## src/sv/iad_pkg.sv

```systemverilog
// Shared types, constants and helpers for the integer-to-ASCII digit unit.
// No dependencies; the design files and the checker refer to it by scoped names.
package iad_pkg;

    // Field widths and defaults
    localparam int VALUE_WIDTH_DEF = 32;
    localparam int CMD_W           = 2;
    localparam int NUMBER_W        = 32;
    localparam int CHAR_W          = 8;

    // Number bases; a hex digit is also the BCD digit width
    localparam int DEC_BASE = 10;
    localparam int HEX_BASE = 16;
    localparam int DIGIT_W  = $clog2(HEX_BASE);

    // Shift-add-3 bit steps done per converter cycle
    localparam int DAB_STEPS = 4;

    // Entries in the queue between front and converter
    localparam int QUEUE_DEPTH = 2;

    // Command codes
    localparam logic [CMD_W-1:0] CMD_SIGNED_DEC   = 2'd0;
    localparam logic [CMD_W-1:0] CMD_UNSIGNED_DEC = 2'd1;
    localparam logic [CMD_W-1:0] CMD_HEX          = 2'd2;

    // ASCII codes
    localparam logic [CHAR_W-1:0] CHAR_ZERO    = 8'h30;
    localparam logic [CHAR_W-1:0] CHAR_LOWER_A = 8'h61;
    localparam logic [CHAR_W-1:0] CHAR_MINUS   = 8'h2D;

    typedef struct packed {
        logic [CMD_W-1:0]    command;
        logic [NUMBER_W-1:0] number;
    } iad_in_t;

    typedef struct packed {
        logic [CHAR_W-1:0] character;
        logic              last;
    } iad_out_t;

    // Classification of one number, carried with its magnitude
    typedef struct packed {
        logic neg;
        logic hex;
    } iad_flags_t;

    typedef enum logic [1:0] {
        CV_IDLE,
        CV_RUN,
        CV_HOLD
    } iad_conv_state_t;

    typedef enum logic [1:0] {
        EM_IDLE,
        EM_SIGN,
        EM_DIGIT
    } iad_emit_state_t;

    // Decimal digits needed for any w-bit unsigned value (1233/4096 ~ log10 2)
    function automatic int dec_digits(int w);
        return (w * 1233) / 4096 + 1;
    endfunction

    // ASCII code of one digit, 0-9 then a-f
    function automatic logic [CHAR_W-1:0] digit_char(logic [DIGIT_W-1:0] d);
        logic [CHAR_W-1:0] dx;
        dx = CHAR_W'(d);
        if (d < DIGIT_W'(DEC_BASE))
            return CHAR_ZERO + dx;
        else
            return CHAR_LOWER_A + dx - CHAR_W'(DEC_BASE);
    endfunction

endpackage

```

## src/sv/integer_to_ascii_digits_unit.sv

```systemverilog
// Top level of the integer-to-ASCII digit unit: front, converter, emitter.
// Depends on iad_pkg, iad_front, iad_conv, iad_emit.
//
//   channel | signals                        | beat
//   --------+--------------------------------+-------------------------------
//   num     | num_valid, num_ready, num_data | command and 32-bit number
//   chr     | chr_valid, chr_ready, chr_data | one ASCII character, last flag
//
// Decimal magnitudes are converted by shift-add-3, four bit steps per converter cycle;
// hex magnitudes pass straight through. The emitter sends one character per cycle while
// chr_ready is high and overlaps the converter; a hex number gives 1 to 8 characters at
// 32 bits.
// Reset (rst_n, asynchronous) empties the queue and idles both state machines.
// A stalled chr beat holds the emitter, then the converter; the queue takes two more.
module integer_to_ascii_digits_unit #(
    parameter int VALUE_WIDTH = iad_pkg::VALUE_WIDTH_DEF
) (
    input  logic              clk,
    input  logic              rst_n,
    input  logic              num_valid,
    output logic              num_ready,
    input  iad_pkg::iad_in_t  num_data,
    output logic              chr_valid,
    input  logic              chr_ready,
    output iad_pkg::iad_out_t chr_data
);

    localparam int BW = iad_pkg::dec_digits(VALUE_WIDTH) * iad_pkg::DIGIT_W;

    // front to converter
    logic                   q_valid, q_ready;
    iad_pkg::iad_flags_t    q_flags;
    logic [VALUE_WIDTH-1:0] q_mag;

    // converter to emitter
    logic          d_valid, d_ready;
    logic          d_neg;
    logic [BW-1:0] d_digits;

    iad_front #(
        .VALUE_WIDTH(VALUE_WIDTH)
    ) u_front (
        .clk       (clk),
        .rst_n     (rst_n),
        .in_valid  (num_valid),
        .in_ready  (num_ready),
        .in_data   (num_data),
        .out_valid (q_valid),
        .out_ready (q_ready),
        .out_flags (q_flags),
        .out_mag   (q_mag)
    );

    iad_conv #(
        .VALUE_WIDTH(VALUE_WIDTH)
    ) u_conv (
        .clk        (clk),
        .rst_n      (rst_n),
        .in_valid   (q_valid),
        .in_ready   (q_ready),
        .in_flags   (q_flags),
        .in_mag     (q_mag),
        .out_valid  (d_valid),
        .out_ready  (d_ready),
        .out_neg    (d_neg),
        .out_digits (d_digits)
    );

    iad_emit #(
        .VALUE_WIDTH(VALUE_WIDTH)
    ) u_emit (
        .clk       (clk),
        .rst_n     (rst_n),
        .in_valid  (d_valid),
        .in_ready  (d_ready),
        .in_neg    (d_neg),
        .in_digits (d_digits),
        .out_valid (chr_valid),
        .out_ready (chr_ready),
        .out_data  (chr_data)
    );

endmodule

```

## src/sv/iad_front.sv

```systemverilog
// Front end: takes number beats, works out sign and magnitude, and queues them.
// Depends on iad_pkg.
module iad_front #(
    parameter int VALUE_WIDTH = iad_pkg::VALUE_WIDTH_DEF
) (
    input  logic                      clk,
    input  logic                      rst_n,
    input  logic                      in_valid,
    output logic                      in_ready,
    input  iad_pkg::iad_in_t          in_data,
    output logic                      out_valid,
    input  logic                      out_ready,
    output iad_pkg::iad_flags_t       out_flags,
    output logic [VALUE_WIDTH-1:0]    out_mag
);

    localparam int QD    = iad_pkg::QUEUE_DEPTH;
    localparam int PTR_W = (QD > 1) ? $clog2(QD) : 1;
    localparam int CNT_W = $clog2(QD + 1);

    logic [VALUE_WIDTH-1:0] mag_q [QD];
    iad_pkg::iad_flags_t    flags_q [QD];

    logic [PTR_W-1:0] wr_ptr_reg, wr_ptr_next;
    logic [PTR_W-1:0] rd_ptr_reg, rd_ptr_next;
    logic [CNT_W-1:0] count_reg, count_next;

    logic                   push, pop;
    logic [VALUE_WIDTH-1:0] value;
    logic [VALUE_WIDTH-1:0] mag;
    iad_pkg::iad_flags_t    flags;

    // Classify: only signed decimal with the top bit set is negative
    always_comb
    begin
        value     = VALUE_WIDTH'(in_data.number);
        flags.hex = in_data.command[1];
        flags.neg = (in_data.command == iad_pkg::CMD_SIGNED_DEC) && value[VALUE_WIDTH-1];
        // the most negative value negates to itself, which is its magnitude
        mag       = flags.neg ? (~value + VALUE_WIDTH'(1)) : value;
    end

    assign in_ready  = (count_reg != CNT_W'(QD));
    assign out_valid = (count_reg != '0);
    assign push      = in_valid && in_ready;
    assign pop       = out_valid && out_ready;
    assign out_flags = flags_q[rd_ptr_reg];
    assign out_mag   = mag_q[rd_ptr_reg];

    // Queue pointers and fill count
    always_comb
    begin
        wr_ptr_next = wr_ptr_reg;
        rd_ptr_next = rd_ptr_reg;
        count_next  = count_reg;
        if (push)
            wr_ptr_next = (wr_ptr_reg == PTR_W'(QD - 1)) ? '0 : wr_ptr_reg + PTR_W'(1);
        if (pop)
            rd_ptr_next = (rd_ptr_reg == PTR_W'(QD - 1)) ? '0 : rd_ptr_reg + PTR_W'(1);
        if (push && !pop)
            count_next = count_reg + CNT_W'(1);
        else if (pop && !push)
            count_next = count_reg - CNT_W'(1);
    end

    always_ff @(posedge clk or negedge rst_n)
    begin
        if (!rst_n)
        begin
            wr_ptr_reg <= '0;
            rd_ptr_reg <= '0;
            count_reg  <= '0;
        end
        else
        begin
            wr_ptr_reg <= wr_ptr_next;
            rd_ptr_reg <= rd_ptr_next;
            count_reg  <= count_next;
        end
    end

    // Queue storage
    always_ff @(posedge clk)
    begin
        if (push)
        begin
            mag_q[wr_ptr_reg]   <= mag;
            flags_q[wr_ptr_reg] <= flags;
        end
    end

endmodule

```

## src/sv/iad_conv.sv

```systemverilog
// Converter: turns a magnitude into packed digits, decimal by shift-add-3.
// Hex magnitudes pass straight through. Depends on iad_pkg.
module iad_conv #(
    parameter int VALUE_WIDTH = iad_pkg::VALUE_WIDTH_DEF
) (
    input  logic                      clk,
    input  logic                      rst_n,
    input  logic                      in_valid,
    output logic                      in_ready,
    input  iad_pkg::iad_flags_t       in_flags,
    input  logic [VALUE_WIDTH-1:0]    in_mag,
    output logic                      out_valid,
    input  logic                      out_ready,
    output logic                      out_neg,
    output logic [iad_pkg::dec_digits(VALUE_WIDTH)*iad_pkg::DIGIT_W-1:0] out_digits
);

    localparam int DW   = iad_pkg::DIGIT_W;
    localparam int NDIG = iad_pkg::dec_digits(VALUE_WIDTH);
    localparam int BW   = NDIG * DW;
    localparam int STEP = iad_pkg::DAB_STEPS;
    localparam int CYC  = (VALUE_WIDTH + STEP - 1) / STEP;
    localparam int PW   = CYC * STEP;
    localparam int CW   = (CYC > 1) ? $clog2(CYC) : 1;

    iad_pkg::iad_conv_state_t state_reg, state_next;
    logic [PW-1:0] bin_reg, bin_next;
    logic [BW-1:0] bcd_reg, bcd_next;
    logic          neg_reg, neg_next;
    logic [CW-1:0] cnt_reg, cnt_next;

    logic [PW-1:0] bin_w;
    logic [BW-1:0] bcd_w;
    logic          load;

    // Several shift-add-3 steps per cycle
    always_comb
    begin
        bin_w = bin_reg;
        bcd_w = bcd_reg;
        for (int s = 0; s < STEP; s++)
        begin
            for (int d = 0; d < NDIG; d++)
            begin
                if (bcd_w[d*DW +: DW] >= DW'(5))
                    bcd_w[d*DW +: DW] = bcd_w[d*DW +: DW] + DW'(3);
            end
            bcd_w = {bcd_w[BW-2:0], bin_w[PW-1]};
            bin_w = {bin_w[PW-2:0], 1'b0};
        end
    end

    assign in_ready   = (state_reg == iad_pkg::CV_IDLE) ||
                        ((state_reg == iad_pkg::CV_HOLD) && out_ready);
    assign load       = in_valid && in_ready;
    assign out_valid  = (state_reg == iad_pkg::CV_HOLD);
    assign out_neg    = neg_reg;
    assign out_digits = bcd_reg;

    // Next state
    always_comb
    begin
        state_next = state_reg;
        bin_next   = bin_reg;
        bcd_next   = bcd_reg;
        neg_next   = neg_reg;
        cnt_next   = cnt_reg;
        unique case (state_reg)
            iad_pkg::CV_IDLE:
            begin
            end
            iad_pkg::CV_RUN:
            begin
                bin_next = bin_w;
                bcd_next = bcd_w;
                if (cnt_reg == CW'(CYC - 1))
                    state_next = iad_pkg::CV_HOLD;
                else
                    cnt_next = cnt_reg + CW'(1);
            end
            iad_pkg::CV_HOLD:
            begin
                if (out_ready)
                    state_next = iad_pkg::CV_IDLE;
            end
            default:
            begin
                state_next = iad_pkg::CV_IDLE;
            end
        endcase
        // a new beat may enter as the held result leaves
        if (load)
        begin
            neg_next = in_flags.neg;
            cnt_next = '0;
            if (in_flags.hex)
            begin
                bcd_next   = BW'(PW'(in_mag));
                state_next = iad_pkg::CV_HOLD;
            end
            else
            begin
                bin_next   = PW'(in_mag);
                bcd_next   = '0;
                state_next = iad_pkg::CV_RUN;
            end
        end
    end

    always_ff @(posedge clk or negedge rst_n)
    begin
        if (!rst_n)
        begin
            state_reg <= iad_pkg::CV_IDLE;
            cnt_reg   <= '0;
        end
        else
        begin
            state_reg <= state_next;
            cnt_reg   <= cnt_next;
        end
    end

    always_ff @(posedge clk)
    begin
        bin_reg <= bin_next;
        bcd_reg <= bcd_next;
        neg_reg <= neg_next;
    end

endmodule

```

## src/sv/iad_emit.sv

```systemverilog
// Emitter: sends the sign and then the digits, top nonzero digit first.
// Depends on iad_pkg.
module iad_emit #(
    parameter int VALUE_WIDTH = iad_pkg::VALUE_WIDTH_DEF
) (
    input  logic                      clk,
    input  logic                      rst_n,
    input  logic                      in_valid,
    output logic                      in_ready,
    input  logic                      in_neg,
    input  logic [iad_pkg::dec_digits(VALUE_WIDTH)*iad_pkg::DIGIT_W-1:0] in_digits,
    output logic                      out_valid,
    input  logic                      out_ready,
    output iad_pkg::iad_out_t         out_data
);

    localparam int DW   = iad_pkg::DIGIT_W;
    localparam int NDIG = iad_pkg::dec_digits(VALUE_WIDTH);
    localparam int BW   = NDIG * DW;
    localparam int IW   = $clog2(NDIG);

    iad_pkg::iad_emit_state_t state_reg, state_next;
    logic [BW-1:0] digits_reg, digits_next;
    logic [IW-1:0] idx_reg, idx_next;

    logic [IW-1:0] top_idx;
    logic [DW-1:0] cur_digit;
    logic          last_digit;
    logic          load;

    // Highest nonzero digit; zero itself leaves one digit
    always_comb
    begin
        top_idx = '0;
        for (int i = 0; i < NDIG; i++)
        begin
            if (in_digits[i*DW +: DW] != '0)
                top_idx = IW'(i);
        end
    end

    assign cur_digit  = digits_reg[idx_reg*DW +: DW];
    assign last_digit = (state_reg == iad_pkg::EM_DIGIT) && (idx_reg == '0);
    assign out_valid  = (state_reg != iad_pkg::EM_IDLE);
    assign in_ready   = (state_reg == iad_pkg::EM_IDLE) || (last_digit && out_ready);
    assign load       = in_valid && in_ready;

    always_comb
    begin
        out_data.character = (state_reg == iad_pkg::EM_SIGN) ? iad_pkg::CHAR_MINUS
                                                              : iad_pkg::digit_char(cur_digit);
        out_data.last      = last_digit;
    end

    // Next state
    always_comb
    begin
        state_next  = state_reg;
        digits_next = digits_reg;
        idx_next    = idx_reg;
        unique case (state_reg)
            iad_pkg::EM_IDLE:
            begin
            end
            iad_pkg::EM_SIGN:
            begin
                if (out_ready)
                    state_next = iad_pkg::EM_DIGIT;
            end
            iad_pkg::EM_DIGIT:
            begin
                if (out_ready)
                begin
                    if (idx_reg == '0)
                        state_next = iad_pkg::EM_IDLE;
                    else
                        idx_next = idx_reg - IW'(1);
                end
            end
            default:
            begin
                state_next = iad_pkg::EM_IDLE;
            end
        endcase
        // next number follows the last digit without a gap
        if (load)
        begin
            digits_next = in_digits;
            idx_next    = top_idx;
            state_next  = in_neg ? iad_pkg::EM_SIGN : iad_pkg::EM_DIGIT;
        end
    end

    always_ff @(posedge clk or negedge rst_n)
    begin
        if (!rst_n)
        begin
            state_reg <= iad_pkg::EM_IDLE;
            idx_reg   <= '0;
        end
        else
        begin
            state_reg <= state_next;
            idx_reg   <= idx_next;
        end
    end

    always_ff @(posedge clk)
    begin
        digits_reg <= digits_next;
    end

endmodule

```

## config.mk

```make
export PLATFORM = sky130hd
export DESIGN_NAME = integer_to_ascii_digits_unit
export DESIGN_NICKNAME = d
export VERILOG_FILES = /design/src/sv/iad_pkg.sv /design/src/sv/integer_to_ascii_digits_unit.sv /design/src/sv/iad_front.sv /design/src/sv/iad_conv.sv /design/src/sv/iad_emit.sv
export SDC_FILE = /design/constraint.sdc
export NUM_CORES = 1
export LEC_CHECK = 0
export BUFFER_PORTS_ARGS = -buffer_cell sky130_fd_sc_hd__buf_2
export CAP_MARGIN = 25
export CORE_MARGIN = 5
export CORE_UTILIZATION = 57
export CTS_CLUSTER_SIZE = 40
export DETAILED_ROUTE_END_ITERATION = 7
export GPL_ROUTABILITY_DRIVEN = 0
export GPL_TIMING_DRIVEN = 0
export PLACE_DENSITY = 0.76
export SLEW_MARGIN = 0
export SYNTH_ARGS = -nofsm -noshare
export SYNTH_HDL_FRONTEND = slang
export SYNTH_SLANG_ARGS = --single-unit
```

## constraint.sdc

```tcl
create_clock -name clk -period 3.55 [get_ports clk]
set_input_delay 0.1775 -clock clk [delete_from_list [all_inputs] [get_ports clk]]
set_output_delay 0.1775 -clock clk [all_outputs]
set_load 0.03 [all_outputs]
```

==> report_table.html, run 1 <==
<table>
<tr><th>Metric</th><th>Value</th></tr>
<tr><th colspan="2">Outcome</th></tr>
<tr><td>Outcome</td><td>complete, but fails checks</td></tr>
<tr><td>Violated checks</td><td>negative setup slack</td></tr>
<tr><th colspan="2">Logic synthesis</th></tr>
<tr><td>Syn_area_per_cell</td><td>9.66 um^2</td></tr>
<tr><td>Post-synthesis share of cell area spent on xor and xnor gates</td><td>4.68%</td></tr>
<tr><td>Dominant combinational cell family by area after synthesis</td><td>compound AO/OA/AOI/OAI gates</td></tr>
<tr><td>Number of enable flip-flop cells after synthesis</td><td>149</td></tr>
<tr><td>Compound-gate portion of the synthesized area</td><td>19.6%</td></tr>
<tr><td>Leading cell type by number of instances after synthesis</td><td>nand2_1</td></tr>
<tr><td>Top-area cell type share of the netlist area</td><td>34.8%</td></tr>
<tr><td>Yosys synthesis warning count</td><td>0</td></tr>
<tr><td>Area share of and/or/nand/nor cells after synthesis</td><td>16.5%</td></tr>
<tr><td>Number of distinct library cells after synthesis</td><td>88</td></tr>
<tr><td>Adder-cell area share of the yosys netlist</td><td>4.77%</td></tr>
<tr><td>Synth cell count leaders</td><td>nand2_1 (158), edfxtp_1 (149), a21oi_1 (91)</td></tr>
<tr><td>Netlist area before placement</td><td>12800 um^2</td></tr>
<tr><td>Biggest area contributors in the synthesized netlist</td><td>edfxtp_1 (35%), dfxtp_1 (5.0%), ha_1 (4.8%)</td></tr>
<tr><td>Top flip-flop cell by instance count after synthesis</td><td>edfxtp_1</td></tr>
<tr><td>Mux contribution to synthesized area</td><td>7.78%</td></tr>
<tr><td>Cells after synthesis</td><td>1330</td></tr>
<tr><td>Async set-reset flop share out of synthesis</td><td>7.65%</td></tr>
<tr><td>Flip-flop and latch count after synthesis</td><td>196</td></tr>
<tr><td>Sequential cell area fraction in the yosys report</td><td>42.7%</td></tr>
<tr><td>Yosys top cell by area</td><td>edfxtp_1</td></tr>
<tr><td>Net Count, Synth</td><td>1417</td></tr>
<tr><th colspan="2">Floorplan</th></tr>
<tr><td>Std-Cell Core Area</td><td>22400 um^2</td></tr>
<tr><td>Y dimension of the die</td><td>160 um</td></tr>
<tr><td>X dimension of the die</td><td>160 um</td></tr>
<tr><td>Area of the die</td><td>25600 um^2</td></tr>
<tr><td>Number of ports placed on the die boundary</td><td>49</td></tr>
<tr><td>Initial cell density of the core</td><td>57.3%</td></tr>
<tr><td>Number of cell rows</td><td>55</td></tr>
<tr><th colspan="2">Worst setup path</th></tr>
<tr><td>Critical path startpoint category</td><td>register</td></tr>
<tr><td>Critical path buffers and inverters</td><td>2</td></tr>
<tr><td>Gate family responsible for the most delay along the worst path</td><td>adder cells</td></tr>
<tr><td>Worst R2R Path Depth</td><td>21</td></tr>
<tr><td>Path type of the worst setup path</td><td>register to register</td></tr>
<tr><td>Worst reg2reg path endpoint</td><td>u_conv.out_digits[37]$_SDFFCE_PP0P_</td></tr>
<tr><td>RR Startpoint</td><td>u_conv.out_digits[32]$_SDFFCE_PP0P_</td></tr>
<tr><td>Highest net fanout along the worst path</td><td>4</td></tr>
<tr><td>Critical path cell sequence</td><td>ha_2 &gt; nand2b_4 &gt; nor3b_4 &gt; a21oi_4 &gt; inv_1 &gt; ha_2 &gt; nand2b_4 &gt; a21oi_4 &gt; xnor2_2 &gt; ha_2 &gt; inv_2 &gt; a21oi_2 &gt; and3b_1 &gt; mux2i_1 &gt; o31a_1 &gt; xnor2_2 &gt; ha_2 &gt; nand2b_4 &gt; a21boi_4 &gt; xor2_1 &gt; nor2_1</td></tr>
<tr><td>Cell type with the highest occurrence count on the critical path</td><td>ha_2</td></tr>
<tr><td>Minimum setup slack among reg-to-reg paths</td><td>-360 ps</td></tr>
<tr><td>Cell at the slowest stage of the critical path</td><td>edfxtp_1</td></tr>
<tr><td>WP data required</td><td>3740 ps</td></tr>
<tr><td>Kind of end point of the critical path</td><td>register</td></tr>
<tr><td>CP Data Arrival Time</td><td>4100 ps</td></tr>
<tr><td>CP peak stage delay</td><td>490 ps</td></tr>
<tr><th colspan="2">Placed design</th></tr>
<tr><td>Worst slack at placement</td><td>-1580 ps</td></tr>
<tr><td>Detail Placement HPWL</td><td>22500 um</td></tr>
<tr><td>Port Buffer Count</td><td>46</td></tr>
<tr><th colspan="2">STA</th></tr>
<tr><td>Final WS setup</td><td>-360 ps</td></tr>
<tr><td>Count of final setup violators</td><td>8</td></tr>
<tr><td>Portion of the clock cycle consumed by the worst path in the final layout</td><td>110%</td></tr>
<tr><td>Final Critical Period</td><td>3910 ps</td></tr>
<tr><td>Number of hold violations in the final report</td><td>0</td></tr>
<tr><td>Final max-slew violation count</td><td>0</td></tr>
<tr><td>Highest attainable clock frequency</td><td>256 MHz</td></tr>
<tr><td>Slew of the pin with the lowest slew margin</td><td>943 ps</td></tr>
<tr><td>Unrepaired setup endpoints after global routing</td><td>yes</td></tr>
<tr><td>Worst setup skew after layout</td><td>15.9 ps</td></tr>
<tr><td>Headroom to the max-slew limit</td><td>37.1%</td></tr>
<tr><th colspan="2">Final layout</th></tr>
<tr><td>Flip-flop count of the largest register, all copies and words added</td><td>64</td></tr>
<tr><td>Multi-input combinational cell area</td><td>7870 um^2</td></tr>
<tr><td>Area added between synthesis and finish</td><td>24.0%</td></tr>
<tr><td>Net count of the finished layout</td><td>1586</td></tr>
<tr><td>Filler cell count</td><td>1575</td></tr>
<tr><td>Share of cells above drive strength 1</td><td>29.9%</td></tr>
<tr><td>Antenna fix cells</td><td>0</td></tr>
<tr><td>Footprint of the flip-flops and latches</td><td>5490 um^2</td></tr>
<tr><th colspan="2">Drt</th></tr>
<tr><td>Drc violations</td><td>0</td></tr>
<tr><td>Total via count in the routed design</td><td>11100</td></tr>
<tr><td>First drt pass iteration count</td><td>5</td></tr>
<tr><td>Total routed wirelength</td><td>33600 um</td></tr>
<tr><td>Post-DR vias/cell</td><td>6.20</td></tr>
<tr><td>Final antenna-violating net count</td><td>0</td></tr>
<tr><td>Iteration-0 DRC Markers</td><td>1027</td></tr>
<tr><td>Post-DR wirelength/cell</td><td>18.7 um</td></tr>
<tr><th colspan="2">CTS</th></tr>
<tr><td>Clock latency of the later-clocked register in the worst-skew pair</td><td>450 ps</td></tr>
<tr><td>Maximum clock insertion buffer count</td><td>2</td></tr>
<tr><td>Root Driver</td><td>clkbuf_16</td></tr>
<tr><td>H-tree Lvls</td><td>4</td></tr>
<tr><td>Clock tree from TritonCTS</td><td>done</td></tr>
<tr><td>Sink count of the clock tree</td><td>196</td></tr>
<tr><td>Number of buffers inserted during clock tree synthesis</td><td>17</td></tr>
<tr><td>Clock slew at reported path FFs</td><td>90 ps</td></tr>
<tr><th colspan="2">Hold path</th></tr>
<tr><td>End of the worst hold path</td><td>u_front.mag_q[1][4]$_DFFE_PP_</td></tr>
<tr><td>Count of cells along the worst hold path</td><td>2</td></tr>
<tr><td>Worst min-delay path startpoint</td><td>num_data[4]</td></tr>
<tr><td>HP Class</td><td>input pin to register</td></tr>
<tr><th colspan="2">Global route</th></tr>
<tr><td>Vias in the first global route</td><td>10500</td></tr>
<tr><td>Gr usage total</td><td>24.5%</td></tr>
<tr><td>Overall overflow remaining after global route</td><td>0</td></tr>
<tr><td>Initial antenna violation count</td><td>0</td></tr>
<tr><td>Largest net degree at the start of global routing</td><td>35</td></tr>
<tr><td>Global-route wire length before repair</td><td>51500 um</td></tr>
<tr><th colspan="2">Run</th></tr>
<tr><td>Maximum capacitance violations</td><td>0</td></tr>
</table>
## kinds of logic (layout without fill, tap and decap cells)
family | count (synthesis) | after routing
multiplexers | 86 | 86
buffers and inverters | 126 | 307
AND/OR/NAND/NOR | 429 | 430
AO/OA/AOI/OAI | 376 | 376
XOR/XNOR | 66 | 66
adder cells (fa/ha/maj) | 49 | 49
flip-flops | 196 | 196
other | 2 | 2
## worst reg2reg max path: stages (launching register included)
cell and delay [ps]:
edfxtp_1 490, ha_2 220, nand2b_4 150, nor3b_4 160, a21oi_4 170, inv_1 70, ha_2 160, nand2b_4 140
a21oi_4 160, xnor2_2 170, ha_2 220, inv_2 40, a21oi_2 120, and3b_1 190, mux2i_1 110, o31a_1 220
xnor2_2 160, ha_2 260, nand2b_4 60, a21boi_4 140, xor2_1 180, nor2_1 70
## metrics by stage
stage | util, % | TNS (ps) | hold slack [ps] | instance area [um^2] | instances
2_1_floorplan | - | -203 | -118 | 13000 | 1330
3_3_place_gp | 60.6 | -131190 | 139 | 13600 | 1661
3_5_place_dp | 60.9 | -104650 | 148 | 13700 | 1663
4_1_cts | 67.3 | -1030 | 50.2 | 15100 | 1756
5_1_grt | 71.0 | -3610 | 55.0 | 15900 | 1797
6_report | 71.0 | -1270 | 62.6 | 15900 | 1797
## placed cells by master, fill, tap and decap left out, types with 19 or more instances in the layout
cell type  netlist  layout
mux2_2          27      24
nand3_1         20      20
dfxtp_1         32      32
buf_4            5     101
and3_1          28      27
buf_2            2      47
a21oi_2          7      19
inv_2            7      27
o21ai_1         15      24
a21oi_1         91      73
inv_1           60      38
edfxtp_1       149     149
xnor2_1         45      31
mux2i_1         49      43
nor2_1          89      86
clkbuf_1        46      34
nand2_1        158     154
o21ai_0         77      59
## routing by layer
layer / vias to the layer above / routed length, um / global-route usage [%]
li1: 5284 / - / -
met1: 5300 / 13400 / 30.1
met2: 475 / 17000 / 43.9
met3: 78 / 2210 / 4.34
met4: 0 / 947 / 7.78
met5: - / 0 / 0
## final cells by class
type / instances / share of cell area [%]
buffer: 54 / 1.63
sequential: 196 / 34.5
inverter: 69 / 1.66
tap: 285 / 2.24
timing repair buffer: 152 / 6.78
clock buffer: 18 / 2.69
clock inverter: 14 / 1.15
multi-input combinational: 1009 / 49.4
## how the worst max path moves through the flow
stage	endpoint	cells past startpoint	from
6_report	u_conv.out_digits[37]$_SDFFCE_PP0P_	21	u_conv.out_digits[32]$_SDFFCE_PP0P_
2_1_floorplan	u_conv.out_digits[38]$_SDFFCE_PP0P_	21	u_conv.out_digits[32]$_SDFFCE_PP0P_
4_1_cts	u_conv.out_digits[37]$_SDFFCE_PP0P_	21	u_conv.out_digits[32]$_SDFFCE_PP0P_
5_1_grt	u_conv.out_digits[37]$_SDFFCE_PP0P_	21	u_conv.out_digits[32]$_SDFFCE_PP0P_
3_5_place_dp	u_conv.out_digits[25]$_DFFE_PP_	12	u_emit.idx_reg[0]$_DFFE_PN0P_
3_3_place_gp	u_conv.out_digits[25]$_DFFE_PP_	12	u_emit.idx_reg[0]$_DFFE_PN0P_
## timing repair
action                                  4_1_cts  5_1_grt
gates cloned                                  1        0
hold buffers                                  4        0
endpoints found under the setup margin      122       70
pin swaps                                    25       40
buffers inserted                             58       42
endpoints found under the hold margin        20        0
gates resized for setup                      85      127
Power of run 1 is left out: the tool's default activity adds up to more than one toggle a clock period on the data nets, which glitch-free logic cannot reach.
==> run 2: changes to the inputs <==
--- a/config.mk
+++ b/config.mk
@@ -14,6 +14,7 @@
 export GPL_ROUTABILITY_DRIVEN = 0
 export GPL_TIMING_DRIVEN = 0
 export PLACE_DENSITY = 0.76
+export SKIP_CTS_REPAIR_TIMING = 1
 export SLEW_MARGIN = 0
 export SYNTH_ARGS = -nofsm -noshare
 export SYNTH_HDL_FRONTEND = slang
==> run 2 against run 1 <==
Non-clock buffer count shrank 7. The flow still finishes with violations (negative setup slack). Worst setup slack lost 35 ps. Final cell count shrank 0.45%. Fmax shrank 0.88%. Design area grew 0.71%. Clock skew shrank 2.1 ps. Sequential share of layout area shrank 0.24 points. Hold slack lost 2.3 ps. Sequential cell count is the same. Critical path depth is the same.
==> report_table.html, run 2 (synthesized netlist as in run 1, its figures left out) <==
<table>
<tr><th>Metric</th><th>Value</th></tr>
<tr><th colspan="2">Global route</th></tr>
<tr><td>Gr usage total</td><td>22.8%</td></tr>
<tr><td>Global-route wire length before repair</td><td>48200 um</td></tr>
<tr><td>Initial antenna violation count</td><td>1</td></tr>
<tr><td>Largest net degree at the start of global routing</td><td>41</td></tr>
<tr><td>Overall overflow remaining after global route</td><td>0</td></tr>
<tr><td>Vias in the first global route</td><td>9932</td></tr>
<tr><th colspan="2">Final layout</th></tr>
<tr><td>Top library cells by usage in the layout, fill and taps aside</td><td>nand2_1 (152), edfxtp_1 (149), buf_4 (93)</td></tr>
<tr><td>Share of cells above drive strength 1</td><td>30.2%</td></tr>
<tr><td>Net count of the finished layout</td><td>1578</td></tr>
<tr><td>Area added between synthesis and finish</td><td>24.9%</td></tr>
<tr><td>Filler cell count</td><td>1546</td></tr>
<tr><td>Footprint of the flip-flops and latches</td><td>5490 um^2</td></tr>
<tr><td>Multi-input combinational cell area</td><td>8010 um^2</td></tr>
<tr><td>Antenna fix cells</td><td>0</td></tr>
<tr><td>Commonest non-fill, non-tap cell in the layout</td><td>nand2_1</td></tr>
<tr><td>Flip-flop count of the largest register, all copies and words added</td><td>64</td></tr>
<tr><th colspan="2">CTS</th></tr>
<tr><td>Clock latency of the later-clocked register in the worst-skew pair</td><td>450 ps</td></tr>
<tr><td>Clock slew at reported path FFs</td><td>80 ps</td></tr>
<tr><td>Maximum clock insertion buffer count</td><td>2</td></tr>
<tr><td>Number of buffers inserted during clock tree synthesis</td><td>17</td></tr>
<tr><td>H-tree Lvls</td><td>4</td></tr>
<tr><td>Clock tree from TritonCTS</td><td>done</td></tr>
<tr><td>Sink count of the clock tree</td><td>196</td></tr>
<tr><td>Root Driver</td><td>clkbuf_16</td></tr>
<tr><th colspan="2">Worst setup path</th></tr>
<tr><td>Minimum setup slack among reg-to-reg paths</td><td>-390 ps</td></tr>
<tr><td>Path type of the worst setup path</td><td>register to register</td></tr>
<tr><td>Highest net fanout along the worst path</td><td>4</td></tr>
<tr><td>Kind of end point of the critical path</td><td>register</td></tr>
<tr><td>CP Data Arrival Time</td><td>4140 ps</td></tr>
<tr><td>Critical path startpoint category</td><td>register</td></tr>
<tr><td>WP data required</td><td>3750 ps</td></tr>
<tr><th colspan="2">STA</th></tr>
<tr><td>Portion of the clock cycle consumed by the worst path in the final layout</td><td>111%</td></tr>
<tr><td>Count of final setup violators</td><td>8</td></tr>
<tr><td>Final Critical Period</td><td>3940 ps</td></tr>
<tr><td>Final max-slew violation count</td><td>0</td></tr>
<tr><td>Highest attainable clock frequency</td><td>253 MHz</td></tr>
<tr><td>Slew of the pin with the lowest slew margin</td><td>825 ps</td></tr>
<tr><td>Final hold slack</td><td>60.3 ps</td></tr>
<tr><td>Worst setup skew after layout</td><td>13.8 ps</td></tr>
<tr><td>Unrepaired setup endpoints after global routing</td><td>yes</td></tr>
<tr><td>Headroom to the max-slew limit</td><td>45.0%</td></tr>
<tr><td>Final WS setup</td><td>-395 ps</td></tr>
<tr><td>Number of hold violations in the final report</td><td>0</td></tr>
<tr><th colspan="2">Drt</th></tr>
<tr><td>Post-DR vias/cell</td><td>6.24</td></tr>
<tr><td>Drc violations</td><td>0</td></tr>
<tr><td>First drt pass iteration count</td><td>5</td></tr>
<tr><td>Total routed wirelength</td><td>34200 um</td></tr>
<tr><td>Total via count in the routed design</td><td>11200</td></tr>
<tr><td>Iteration-0 DRC Markers</td><td>1029</td></tr>
<tr><td>Post-DR wirelength/cell</td><td>19.1 um</td></tr>
<tr><td>Final antenna-violating net count</td><td>0</td></tr>
<tr><th colspan="2">Floorplan</th></tr>
<tr><td>Initial cell density of the core</td><td>57.3%</td></tr>
<tr><td>Y dimension of the die</td><td>160 um</td></tr>
<tr><td>Area of the die</td><td>25600 um^2</td></tr>
<tr><td>X dimension of the die</td><td>160 um</td></tr>
<tr><td>Std-Cell Core Area</td><td>22400 um^2</td></tr>
<tr><td>Number of cell rows</td><td>55</td></tr>
<tr><td>Number of ports placed on the die boundary</td><td>49</td></tr>
<tr><th colspan="2">Placed design</th></tr>
<tr><td>Port Buffer Count</td><td>46</td></tr>
<tr><td>Detail Placement HPWL</td><td>22500 um</td></tr>
<tr><th colspan="2">Outcome</th></tr>
<tr><td>Outcome</td><td>complete, but fails checks</td></tr>
<tr><td>Violated checks</td><td>negative setup slack</td></tr>
<tr><th colspan="2">Run</th></tr>
<tr><td>Maximum capacitance violations</td><td>0</td></tr>
<tr><th colspan="2">Hold path</th></tr>
<tr><td>HP Class</td><td>input pin to register</td></tr>
</table>
run 2: cell types whose count changed in the layout (fill, tap and decap cells not counted), sizes merged:
cell	change
nand2	-1
buf	-4
clkbuf	-3
run 2: through the flow:
step	setup slack [ps]	instance area (um^2)	utilization [%]	instances	TNS (ps)
after global placement	-1520	13600	60.6	1661	-131190
after floorplan	-107	13000	-	1330	-203
final	-395	16000	71.5	1789	-1340
after CTS	-1640	14300	63.6	1695	-111880
after detailed placement	-1580	13700	60.9	1663	-104650
after global routing	-601	16000	71.5	1789	-4100
run 2: area by class of cell:
cell class	count	share of cell area, %
clock inverters	14	1.14
flip-flops and latches	196	34.2
multi-input cells	1008	49.9
clock buffers	18	2.67
repair buffers	145	6.57
inverters	69	1.69
plain buffers	54	1.58
well taps	285	2.22
run 2: per-layer routing:
layer  up-vias  wire (um)  GRT usage [%]
li1       5271          -              -
met4         0        943           7.51
met1      5291      13500           28.8
met2       514      17400           40.1
met5         -          0              0
met3        81       2380           3.82
run 2: path summary, 6_finish.rpt:
kind | from | end | depth (start not counted)
worst min-delay path | num_data[4] | u_front.mag_q[1][4]$_DFFE_PP_ | 2
worst min register to register | u_conv.out_digits[26]$_DFFE_PP_ | u_emit.digits_reg[26]$_DFFE_PP_ | 0
min in group asynchronous | rst_n | u_emit.state_reg[0]$_DFFE_PN0P_ | 2
max in group asynchronous | rst_n | u_emit.idx_reg[0]$_DFFE_PN0P_ | 2
worst max-delay path | u_conv.out_digits[32]$_SDFFCE_PP0P_ | u_conv.out_digits[37]$_SDFFCE_PP0P_ | 21
worst max register to register | u_conv.out_digits[32]$_SDFFCE_PP0P_ | u_conv.out_digits[37]$_SDFFCE_PP0P_ | 21
run 2: critical path, stage by stage (launching register included):
cell and delay [ps]:
edfxtp_1 500, ha_2 230, nand2b_4 150, nor3b_4 160, a21oi_4 190, inv_1 70
ha_2 160, nand2b_4 140, a21oi_4 180, xnor2_2 160, ha_2 210, inv_2 40
a21oi_2 120, and3b_1 180, mux2i_1 110, o31a_1 220, xnor2_2 150, ha_2 250
nand2b_4 60, a21boi_4 160, xor2_1 170, nor2_1 70
Power of run 2 is left out for the same reason.
==> run 3: changes to the inputs <==
--- a/config.mk
+++ b/config.mk
@@ -5,6 +5,7 @@
 export SDC_FILE = /design/constraint.sdc
 export NUM_CORES = 1
 export LEC_CHECK = 0
+export ABC_AREA = 1
 export BUFFER_PORTS_ARGS = -buffer_cell sky130_fd_sc_hd__buf_2
 export CAP_MARGIN = 25
 export CORE_MARGIN = 5
==> run 3 against run 2 <==
The run ends with negative hold slack left. Critical endpoint is now u_conv.out_digits[38]$_SDFFCE_PP0P_. Routed wire length decreased by 14%. Sequential share of layout area up 4.1 points. Hold slack worse by 75 ps. Clock skew rose by 2.0 ps. Sequential cell count is the same. First-iteration DRC count is 24% lower. Worst setup slack improved by 470 ps. Global-route usage shrank 0.40 points. Non-clock buffer count fell by 92. Critical path depth up 1. Utilization is 6.2 points lower. Fmax up 14%.
==> report_table.html, run 3 <==
<table>
<tr><th>Metric</th><th>Value</th></tr>
<tr><th colspan="2">CTS</th></tr>
<tr><td>Maximum clock insertion buffer count</td><td>2</td></tr>
<tr><td>Sink count of the clock tree</td><td>196</td></tr>
<tr><td>Clock latency of the later-clocked register in the worst-skew pair</td><td>450 ps</td></tr>
<tr><td>Number of buffers inserted during clock tree synthesis</td><td>17</td></tr>
<tr><td>Clock slew at reported path FFs</td><td>90 ps</td></tr>
<tr><td>H-tree Lvls</td><td>4</td></tr>
<tr><td>Root Driver</td><td>clkbuf_16</td></tr>
<tr><td>Clock tree from TritonCTS</td><td>done</td></tr>
<tr><th colspan="2">Logic synthesis</th></tr>
<tr><td>Synth cell count leaders</td><td>nand2_1 (406), inv_1 (196), edfxtp_1 (149)</td></tr>
<tr><td>Flip-flop and latch count after synthesis</td><td>196</td></tr>
<tr><td>Top flip-flop cell by instance count after synthesis</td><td>edfxtp_1</td></tr>
<tr><td>Number of enable flip-flop cells after synthesis</td><td>149</td></tr>
<tr><td>Yosys synthesis warning count</td><td>0</td></tr>
<tr><td>Net Count, Synth</td><td>1640</td></tr>
<tr><td>Netlist area before placement</td><td>12800 um^2</td></tr>
<tr><td>Leading cell type by number of instances after synthesis</td><td>nand2_1</td></tr>
<tr><td>Async set-reset flop share out of synthesis</td><td>7.65%</td></tr>
<tr><td>Top-area cell type share of the netlist area</td><td>35.1%</td></tr>
<tr><td>Sequential cell area fraction in the yosys report</td><td>43.1%</td></tr>
<tr><td>Biggest area contributors in the synthesized netlist</td><td>edfxtp_1 (35%), nand2_1 (12%), inv_1 (5.8%)</td></tr>
<tr><td>Yosys top cell by area</td><td>edfxtp_1</td></tr>
<tr><td>Syn_area_per_cell</td><td>8.21 um^2</td></tr>
<tr><td>Number of distinct library cells after synthesis</td><td>55</td></tr>
<tr><td>Cells after synthesis</td><td>1553</td></tr>
<tr><th colspan="2">Run</th></tr>
<tr><td>Maximum capacitance violations</td><td>0</td></tr>
<tr><th colspan="2">Worst setup path</th></tr>
<tr><td>Kind of end point of the critical path</td><td>register</td></tr>
<tr><td>Critical path startpoint category</td><td>register</td></tr>
<tr><td>WP data required</td><td>3760 ps</td></tr>
<tr><td>CP Data Arrival Time</td><td>3680 ps</td></tr>
<tr><td>RR Startpoint</td><td>u_conv.out_digits[32]$_SDFFCE_PP0P_</td></tr>
<tr><td>Path type of the worst setup path</td><td>register to register</td></tr>
<tr><td>Crit. Startpoint</td><td>u_conv.out_digits[32]$_SDFFCE_PP0P_</td></tr>
<tr><td>Highest net fanout along the worst path</td><td>5</td></tr>
<tr><th colspan="2">Drt</th></tr>
<tr><td>First drt pass iteration count</td><td>5</td></tr>
<tr><td>Drc violations</td><td>0</td></tr>
<tr><td>Post-DR wirelength/cell</td><td>15.2 um</td></tr>
<tr><td>Iteration-0 DRC Markers</td><td>782</td></tr>
<tr><td>Final antenna-violating net count</td><td>0</td></tr>
<tr><td>Total routed wirelength</td><td>29400 um</td></tr>
<tr><td>Total via count in the routed design</td><td>10700</td></tr>
<tr><td>Post-DR vias/cell</td><td>5.54</td></tr>
<tr><th colspan="2">Final layout</th></tr>
<tr><td>Area added between synthesis and finish</td><td>12.5%</td></tr>
<tr><td>Flip-flop count of the largest register, all copies and words added</td><td>64</td></tr>
<tr><td>Net count of the finished layout</td><td>1732</td></tr>
<tr><td>Antenna fix cells</td><td>0</td></tr>
<tr><td>Top library cells by usage in the layout, fill and taps aside</td><td>nand2_1 (397), inv_1 (186), edfxtp_1 (149)</td></tr>
<tr><td>Commonest non-fill, non-tap cell in the layout</td><td>nand2_1</td></tr>
<tr><td>Filler cell count</td><td>1753</td></tr>
<tr><td>Share of cells above drive strength 1</td><td>17.3%</td></tr>
<tr><th colspan="2">STA</th></tr>
<tr><td>Accumulated negative setup slack</td><td>0 ps</td></tr>
<tr><td>Count of final setup violators</td><td>0</td></tr>
<tr><td>Highest attainable clock frequency</td><td>288 MHz</td></tr>
<tr><td>Final Critical Period</td><td>3470 ps</td></tr>
<tr><td>Worst setup skew after layout</td><td>15.8 ps</td></tr>
<tr><td>Portion of the clock cycle consumed by the worst path in the final layout</td><td>97.8%</td></tr>
<tr><td>Final max-slew violation count</td><td>0</td></tr>
<tr><td>Unrepaired setup endpoints after global routing</td><td>yes</td></tr>
<tr><td>Slew of the pin with the lowest slew margin</td><td>891 ps</td></tr>
<tr><td>Number of hold violations in the final report</td><td>1</td></tr>
<tr><td>Final hold slack</td><td>-14.7 ps</td></tr>
<tr><td>Headroom to the max-slew limit</td><td>40.5%</td></tr>
<tr><th colspan="2">Hold path</th></tr>
<tr><td>Worst min-delay path startpoint</td><td>chr_ready</td></tr>
<tr><td>HP Class</td><td>input pin to register</td></tr>
<tr><th colspan="2">Global route</th></tr>
<tr><td>Initial antenna violation count</td><td>0</td></tr>
<tr><td>Gr usage total</td><td>22.4%</td></tr>
<tr><td>Overall overflow remaining after global route</td><td>0</td></tr>
<tr><td>Largest net degree at the start of global routing</td><td>46</td></tr>
<tr><td>Vias in the first global route</td><td>10000</td></tr>
<tr><td>Global-route wire length before repair</td><td>46900 um</td></tr>
<tr><th colspan="2">Outcome</th></tr>
<tr><td>Violated checks</td><td>negative hold slack</td></tr>
<tr><td>Outcome</td><td>complete, but fails checks</td></tr>
<tr><th colspan="2">Placed design</th></tr>
<tr><td>Port Buffer Count</td><td>46</td></tr>
<tr><td>Detail Placement HPWL</td><td>22200 um</td></tr>
<tr><th colspan="2">Floorplan</th></tr>
<tr><td>Number of cell rows</td><td>54</td></tr>
<tr><td>Number of ports placed on the die boundary</td><td>49</td></tr>
<tr><td>Area of the die</td><td>25500 um^2</td></tr>
<tr><td>X dimension of the die</td><td>160 um</td></tr>
<tr><td>Std-Cell Core Area</td><td>22000 um^2</td></tr>
<tr><td>Y dimension of the die</td><td>160 um</td></tr>
<tr><td>Initial cell density of the core</td><td>58.1%</td></tr>
</table>
==> run 3: path summary, 6_finish.rpt <==
path / cells after the start / end / slack, ps
min: 2 / u_emit.state_reg[0]$_DFFE_PN0P_ / -10
min in group asynchronous: 2 / u_emit.state_reg[0]$_DFFE_PN0P_ / 210
max reg2reg: 22 / u_conv.out_digits[38]$_SDFFCE_PP0P_ / 80
max: 22 / u_conv.out_digits[38]$_SDFFCE_PP0P_ / 80
min reg2reg: 0 / u_emit.digits_reg[13]$_DFFE_PP_ / 460
max in group asynchronous: 2 / u_front.rd_ptr_reg$_DFFE_PN0P_ / 3030
==> run 3: per-stage QoR <==
stage | instances | hold WS, ps | cell area (um^2) | util, % | worst slack [ps]
finish | 1938 | -14.7 | 14300 | 65.3 | 79.0
global route | 1938 | 6.23 | 14300 | 65.3 | -203
CTS | 1913 | -335 | 14000 | 63.8 | -254
detailed placement | 1881 | 134 | 13400 | 61.0 | -223
global placement | 1879 | 123 | 13300 | 60.7 | -640
floorplan | 1553 | -118 | 12800 | - | 242
==> run 3: cell families after synthesis <==
group | count (synthesis) | synth area share (%)
flip-flops | 196 | 43.1
AND/OR/NAND/NOR | 791 | 29.4
adder cells (fa/ha/maj) | 49 | 4.81
buffers and inverters | 242 | 7.39
AO/OA/AOI/OAI | 179 | 8.13
other | 2 | 0.0589
XOR/XNOR | 42 | 3.09
multiplexers | 52 | 4.09
==> run 3: final cells by class <==
cell class	count	area (um^2)	area share, %
Buffer	34	164	1.14
Sequential cell	196	5490	38.3
Clock buffer	18	450	3.14
Timing Repair Buffer	73	465	3.25
Tap cell	280	350	2.44
Clock inverter	14	174	1.21
Multi-Input combinational cell	1115	6460	45.1
Inverter	208	782	5.45
==> run 3: metal layers <==
metal | vias to the layer above | track usage [%] | routed length, um
li1 | 5376 | - | -
met5 | - | 0 | 0
met3 | 82 | 3.91 | 1660
met4 | 0 | 7.93 | 854
met2 | 336 | 39.6 | 14500
met1 | 4951 | 27.7 | 12400
==> run 3: worst max-delay path: stages (launching register included) <==
cell,delay (ps)
edfxtp_1,510
ha_1,240
inv_1,80
nand3_2,110
nand3_1,210
inv_1,70
ha_1,190
o21ai_2,140
nand2_2,90
xor2_2,200
ha_2,230
inv_1,50
o21ai_2,110
nand2_2,100
xor2_2,220
ha_2,230
inv_1,40
o21ai_1,100
nand2_1,90
inv_2,80
nand2_1,50
nand2_1,60
nor2_1,40
Power of run 3 is left out for the same reason.
